===== config.mk =====
export PLATFORM = sky130hd
export DESIGN_NAME = hdu_sqrt
export DESIGN_NICKNAME = d
export VERILOG_FILES = /design/src/rtl/core/hdu_pkg.sv /design/src/rtl/core/hdu_sqrt.sv
export SDC_FILE = /design/constraint.sdc
export NUM_CORES = 2
export LEC_CHECK = 0
export BUFFER_PORTS_ARGS = -buffer_cell sky130_fd_sc_hd__buf_4
export CAP_MARGIN = 30
export CORE_UTILIZATION = 49
export DETAILED_ROUTE_END_ITERATION = 7
export PLACE_DENSITY = 0.64
export SYNTH_ARGS = -nofsm -noshare
export SYNTH_HDL_FRONTEND = slang
export SYNTH_SLANG_ARGS = --single-unit

===== constraint.sdc =====
create_clock -name clock -period 4.6 [get_ports clock]
set_clock_uncertainty 0.1 [all_clocks]
set_input_delay 0.23 -clock clock [delete_from_list [all_inputs] [get_ports clock]]
set_output_delay 0.23 -clock clock [all_outputs]
set_load 0.005 [all_outputs]

===== src/rtl/core/hdu_pkg.sv =====
// Shared types and constants for the haversine distance pipeline.
// Used by every module under rtl/core; depends on nothing else.
`default_nettype none

package hdu_pkg;

   localparam int CORDIC_STEPS = 30;
   localparam int CORDIC_WIDTH = 34;
   localparam int ANGLE_WIDTH  = 26;
   localparam int ROOT_WIDTH   = 31;

   typedef logic signed [CORDIC_WIDTH-1:0] cordic_type;
   typedef logic signed [ANGLE_WIDTH-1:0]  angle_type;
   typedef logic [31:0]                    phase_type;
   typedef logic [ROOT_WIDTH-1:0]          root_type;

   typedef struct packed {
      logic advance;
      logic valid;
   } stage_ctl_type;

   localparam cordic_type CORDIC_GAIN = 34'sh26DD3B6A;
   localparam cordic_type ONE_Q30     = 34'sh40000000;
   localparam root_type   UNIT_Q30    = 31'h40000000;

   localparam logic [29:0] ATAN_TABLE [CORDIC_STEPS] = '{
      30'h20000000, 30'h12E4051E, 30'h09FB385B, 30'h051111D4, 30'h028B0D43, 30'h0145D7E1,
      30'h00A2F61E, 30'h00517C55, 30'h0028BE53, 30'h00145F2F, 30'h000A2F98, 30'h000517CC,
      30'h00028BE6, 30'h000145F3, 30'h0000A2FA, 30'h0000517D, 30'h000028BE, 30'h0000145F,
      30'h00000A30, 30'h00000518, 30'h0000028C, 30'h00000146, 30'h000000A3, 30'h00000051,
      30'h00000029, 30'h00000014, 30'h0000000A, 30'h00000005, 30'h00000003, 30'h00000001
   };

endpackage

`default_nettype wire


===== src/rtl/core/hdu_sqrt.sv =====
// Pipelined integer square root of a 61-bit radicand, one root bit per stage.
// Produces the floor of the root; uses hdu_pkg.
`default_nettype none

module hdu_sqrt (
   input  logic                  clock,
   input  logic                  reset,
   input  hdu_pkg::stage_ctl_type in_ctl,
   input  logic [60:0]           radicand,
   output logic                  out_valid,
   output hdu_pkg::root_type      root
);
   import hdu_pkg::*;

   localparam int STEPS = ROOT_WIDTH;

   logic [60:0] rem_ff   [0:STEPS];
   root_type    root_ff  [0:STEPS];
   logic        valid_ff [0:STEPS];

   always_ff @(posedge clock) begin
      if (reset) begin
         valid_ff[0] <= 1'b0;
      end else if (in_ctl.advance) begin
         valid_ff[0] <= in_ctl.valid;
      end
      if (in_ctl.advance) begin
         rem_ff[0]  <= radicand;
         root_ff[0] <= '0;
      end
   end

   for (genvar j = 1; j <= STEPS; j++) begin : g_bit
      localparam int K = STEPS - j;
      logic [61:0] trial;
      logic [61:0] rem_wide;
      logic        fits;

      assign trial    = ({31'b0, root_ff[j-1]} << (K + 1)) + (62'd1 << (2 * K));
      assign rem_wide = {1'b0, rem_ff[j-1]};
      assign fits     = rem_wide >= trial;

      always_ff @(posedge clock) begin
         if (reset) begin
            valid_ff[j] <= 1'b0;
         end else if (in_ctl.advance) begin
            valid_ff[j] <= valid_ff[j-1];
         end
         if (in_ctl.advance) begin
            if (fits) begin
               rem_ff[j]  <= 61'(rem_wide - trial);
               root_ff[j] <= root_ff[j-1] | (root_type'(1) << K);
            end else begin
               rem_ff[j]  <= rem_ff[j-1];
               root_ff[j] <= root_ff[j-1];
            end
         end
      end
   end

   assign root      = root_ff[STEPS];
   assign out_valid = valid_ff[STEPS];

endmodule

`default_nettype wire


==> flow_summary.rst <==
.. list-table::
   :header-rows: 1

   * - Metric
     - Value
   * - Number of DRC markers in iteration 0
     - 7,751
   * - Synth Area in Compound Gates
     - 9.58%
   * - Portion of netlist area occupied by mux cells
     - 0.570%
   * - GP Congestion
     - 0.959
   * - Initial core utilization
     - 49.4%
   * - Avg WL per Cell
     - 22.3 microns
   * - Num CTS Buffers
     - 277
   * - Total of flip-flops plus latches after synthesis
     - 2,419
   * - Post-route DRC
     - 0
   * - FFs w/ async S/R, synth
     - 0%
   * - TritonCTS clock tree
     - built
   * - EDFF count, synth
     - 2,419
   * - Utilization after layout
     - 55.9%
   * - Net total in the final layout
     - 10,300
   * - Cell type with the largest total area after synthesis
     - edfxtp_1
   * - Full die area
     - 239,000 sq um
   * - Top-Level Pins
     - 97
   * - Post-Syn Nets
     - 9,893
   * - Total internal power
     - 46.7 mW
   * - Worst endpoint data arrival time
     - 4800 ps
   * - Crit Path Category
     - flip-flop to flip-flop
   * - Worst reg2reg path endpoint
     - rem_ff[3][120]
   * - Core ar.
     - 235,000 sq um
   * - Worst min-delay path endpoint
     - rem_ff[0][25]
   * - Share of Yosys cell area claimed by the top area cell type
     - 62.5%
   * - Total wirelength of the detailed-routed design
     - 291,000 microns
   * - Number of H-tree levels
     - 5
   * - Die outline height
     - 489 microns
   * - WP data required
     - 5120 ps
   * - Largest family of logic cells by synthesized area
     - simple AND/OR/NAND/NOR gates
   * - Number of antenna violations at the first check in global routing
     - 9
   * - Most frequent cell on the critical path
     - a21oi_1
   * - Root buffer cell
     - clkbuf_16
   * - Unrepaired setup endpoints after global routing
     - false
   * - First-pass iteration count of the detailed router
     - 6
   * - Series of cell instances along the critical path
     - inv_1 > ha_1 > a21oi_1 > a2111oi_0 > buf_4 > o31ai_1 > a21boi_0 > a221o_1 > a21oi_1 > and3b_1 > nor4b_1 > xor2_1
   * - Run status
     - finished clean
   * - CTS clk-pin slew, worst paths
     - 60 ps
   * - Maximum clock insertion buffer count
     - 4
   * - Global router's overall resource usage
     - 23.9%
   * - Crit-path leading delay family
     - compound AO/OA/AOI/OAI gates
   * - Type of the most critical hold path
     - input port to flip-flop
   * - Setup slack, reg-to-reg
     - 310 ps
   * - Max Transition Viols Final
     - 0
   * - Row count
     - 178
   * - Startpoint of the worst register-to-register path
     - root_ff[3][8]
   * - Combinational cell fraction of total power
     - 20.6%
   * - Share of final-layout standard cells stronger than drive strength 1
     - 7.77%
   * - Highest fanout seen on the critical path
     - 8
   * - Final number of hold-violating endpoints
     - 0
   * - Category of the worst setup path launch point
     - flip-flop
   * - Hold path start
     - in_ctl[1]
   * - Mean Syn Cell Area
     - 12.5 sq um
   * - Number of setup buffers added after CTS
     - 0
   * - Final period util
     - 93.2%
   * - Xor and xnor area share after synthesis
     - 5.94%
   * - Sequential fraction of design power
     - 45.8%
   * - Post-route antenna net violation count
     - 0
   * - Switching component of the power
     - 19.2 mW
   * - Cell types with the largest area share after synthesis
     - edfxtp_1 (63%), ha_1 (5.6%), xnor2_1 (3.2%), xor2_1 (2.8%), nand2_1 (2.3%)
   * - Area growth, synth to finish
     - 13.2%
   * - Shortest period the worst path allows
     - 4290 ps
   * - Total of warnings raised by yosys
     - 0
   * - Portion of the post-synthesis area used by sequential elements
     - 62.5%
   * - Cell variety after synth
     - 98
   * - Prevailing post-synth register cell
     - edfxtp_1
   * - Number of instances in the synthesized netlist
     - 9,304
   * - Fmax
     - 233 MHz
   * - Total congestion overflow after global routing
     - 0
   * - Number of buffer and inverter instances along the worst setup path
     - 2
   * - Total power divided by cell area
     - 501 nW/um^2
   * - Max-cap viol count
     - 0
   * - Number of global-route vias before repair
     - 73,000
   * - Largest net degree at the start of global routing
     - 158
   * - Average via count per standard cell
     - 5.84
   * - Fraction of the mapped netlist area in adder cells
     - 5.65%
   * - Switching part of the total power
     - 29.2%
   * - Worst ir drop on vdd
     - 0.318 mV
   * - CTS Sinks
     - 2,419
   * - Crit end category
     - flip-flop
   * - Setup TNS
     - 0 ps
   * - Global-route wire length before repair
     - 438,000 microns
   * - Cell area after synthesis
     - 116,000 sq um
   * - Post-synthesis simple-gate area fraction
     - 12.9%
   * - Cell with the biggest individual delay on the critical path
     - o31ai_1
   * - HPWL after detailed placement
     - 215,000 microns
   * - Largest stage delay on the critical path
     - 710 ps
   * - Clock share of power
     - 33.5%
   * - Final setup viols
     - 0
   * - Max_slew headroom
     - 24.7%
   * - Number of stages on the worst hold path
     - 2
   * - Smallest hold slack
     - 227 ps
   * - Slew of the pin with the lowest slew margin
     - 1120 ps
   * - LEAKAGE
     - 48.7 nW
   * - Depth of the worst register-to-register path
     - 12
   * - Vias post-DR
     - 76,200
   * - Number of buffers added on ports
     - 96
   * - Die boundary width
     - 489 microns
   * - Source-to-sink clock delay at the later pin of the worst-skew pair
     - 950 ps
[metrics by stage]
stage / instances / setup WS, ps / instance area [sq um] / power (mW)
finish: 13100 / 313 / 132000 / 65.9
global route: 13000 / 95.9 / 132000 / 68.8
CTS: 13000 / 215 / 131000 / 66.2
detailed placement: 12500 / 258 / 121000 / 43.9
global placement: 12400 / 290 / 121000 / 43.8
floorplan: 9304 / 558 / 116000 / 39.4
[how the worst max path moves through the flow]
stage / depth (start not counted) / slack, ps / endpoint / startpoint
2_1_floorplan: 4 / 560 / rem_ff[3][366] / in_ctl[1]
3_5_place_dp: 13 / 260 / rem_ff[3][355] / root_ff[3][127]
4_1_cts: 13 / 220 / rem_ff[3][355] / root_ff[3][127]
5_1_grt: 12 / 100 / rem_ff[3][401] / rem_ff[3][326]
3_3_place_gp: 12 / 290 / rem_ff[3][358] / root_ff[3][127]
6_report: 12 / 310 / rem_ff[3][120] / root_ff[3][8]
[synthesized netlist by cell type, drive strengths merged (14+ instances only)]
master	count
a211oi	56
o31ai	46
clkbuf	223
nand3b	22
a31oi	37
nand3	172
nor2	500
and4	24
and3	49
or4	85
and2	67
o211ai	50
o21bai	55
a21oi	514
nand4b	27
nand2	701
ha	523
nor3b	30
nor4	345
o21ai	516
nor3	268
edfxtp	2419
a2111oi	27
nand4	144
or4b	18
or2	31
xor2	365
nand2b	102
o21a	86
o41ai	14
mux2	49
inv	644
a31o	18
nor4b	67
a21boi	24
or3	97
a21o	193
xnor2	423
nor2b	69
[what timing repair did]
action,4_1_cts,5_1_grt
endpoints found under the hold margin,252,0
hold buffers,127,0
setup endpoints to repair,0,3
resized for setup,0,2
[cell families after synthesis]
group	Yosys count
xor+xnor	788
compound gates	1784
buf+inv	880
simple gates	2849
flops	2419
fa+ha+maj	524
mux	60
[placed cells by master (no fill, tap or decap), drive strengths merged, types with 69 or more instances in the layout]
master,netlist,final
xor2,365,365
edfxtp,2419,2419
nand4,144,144
nand3,172,172
a21oi,514,514
nor3,268,268
nand2b,102,102
o21a,86,86
ha,523,523
or4,85,85
buf,13,234
nand2,701,701
clkbuf,223,309
dlygate4sd3,0,127
inv,644,652
nor4,345,345
nor2b,69,69
o21ai,516,516
xnor2,423,423
clkinv,0,98
nor2,500,500
a21o,193,193
or3,97,97
[power groups by stage]
stage          sequential (mW)  combinational [mW]  clock [mW]
5_1_grt                   30.5                15.0        23.3
3_5_place_dp              30.6                13.3           0
2_1_floorplan             29.5                9.90           0
4_1_cts                   30.2                13.4        22.5
6_report                  30.2                13.6        22.1
3_3_place_gp              30.6                13.1           0
[worst reg2reg max path, delay by kind of cell, from the launching register on]
kind                     cells  cell delay, ps
XOR/XNOR                     1             120
AND/OR/NAND/NOR              2             750
AO/OA/AOI/OAI                6            2030
flip-flops                   1             410
adder cells (fa/ha/maj)      1             380
buffers and inverters        2             220
[state kept, by name, summed over array words and instances (netlist names)]
register  flops
root_ff     496
rem_ff     1891
valid_ff     32
[routing by layer]
metal  track usage, %  wire length [microns]  part of all wire [%]  vias to the layer above
li1                 -                      -                     -                    35800
met1             34.5                 130000                    45                    37400
met2             37.7                 134000                    46                     2586
met3             3.90                  20600                   7.1                      390
met4             5.99                   6140                   2.1                        2
met5                0                     11                0.0038                        -
[cell type report]
cell class	count	area, sq um
clock buffer	309	7120
clock inverter	159	1870
tap	3150	3940
antenna	3	7.51
inverter	644	2420
timing repair buffer	361	3180
multi-input combinational	6005	40400
sequential	2419	72600
fill	19200	104000
No activity file was read; power rests on OpenSTA's default activity.
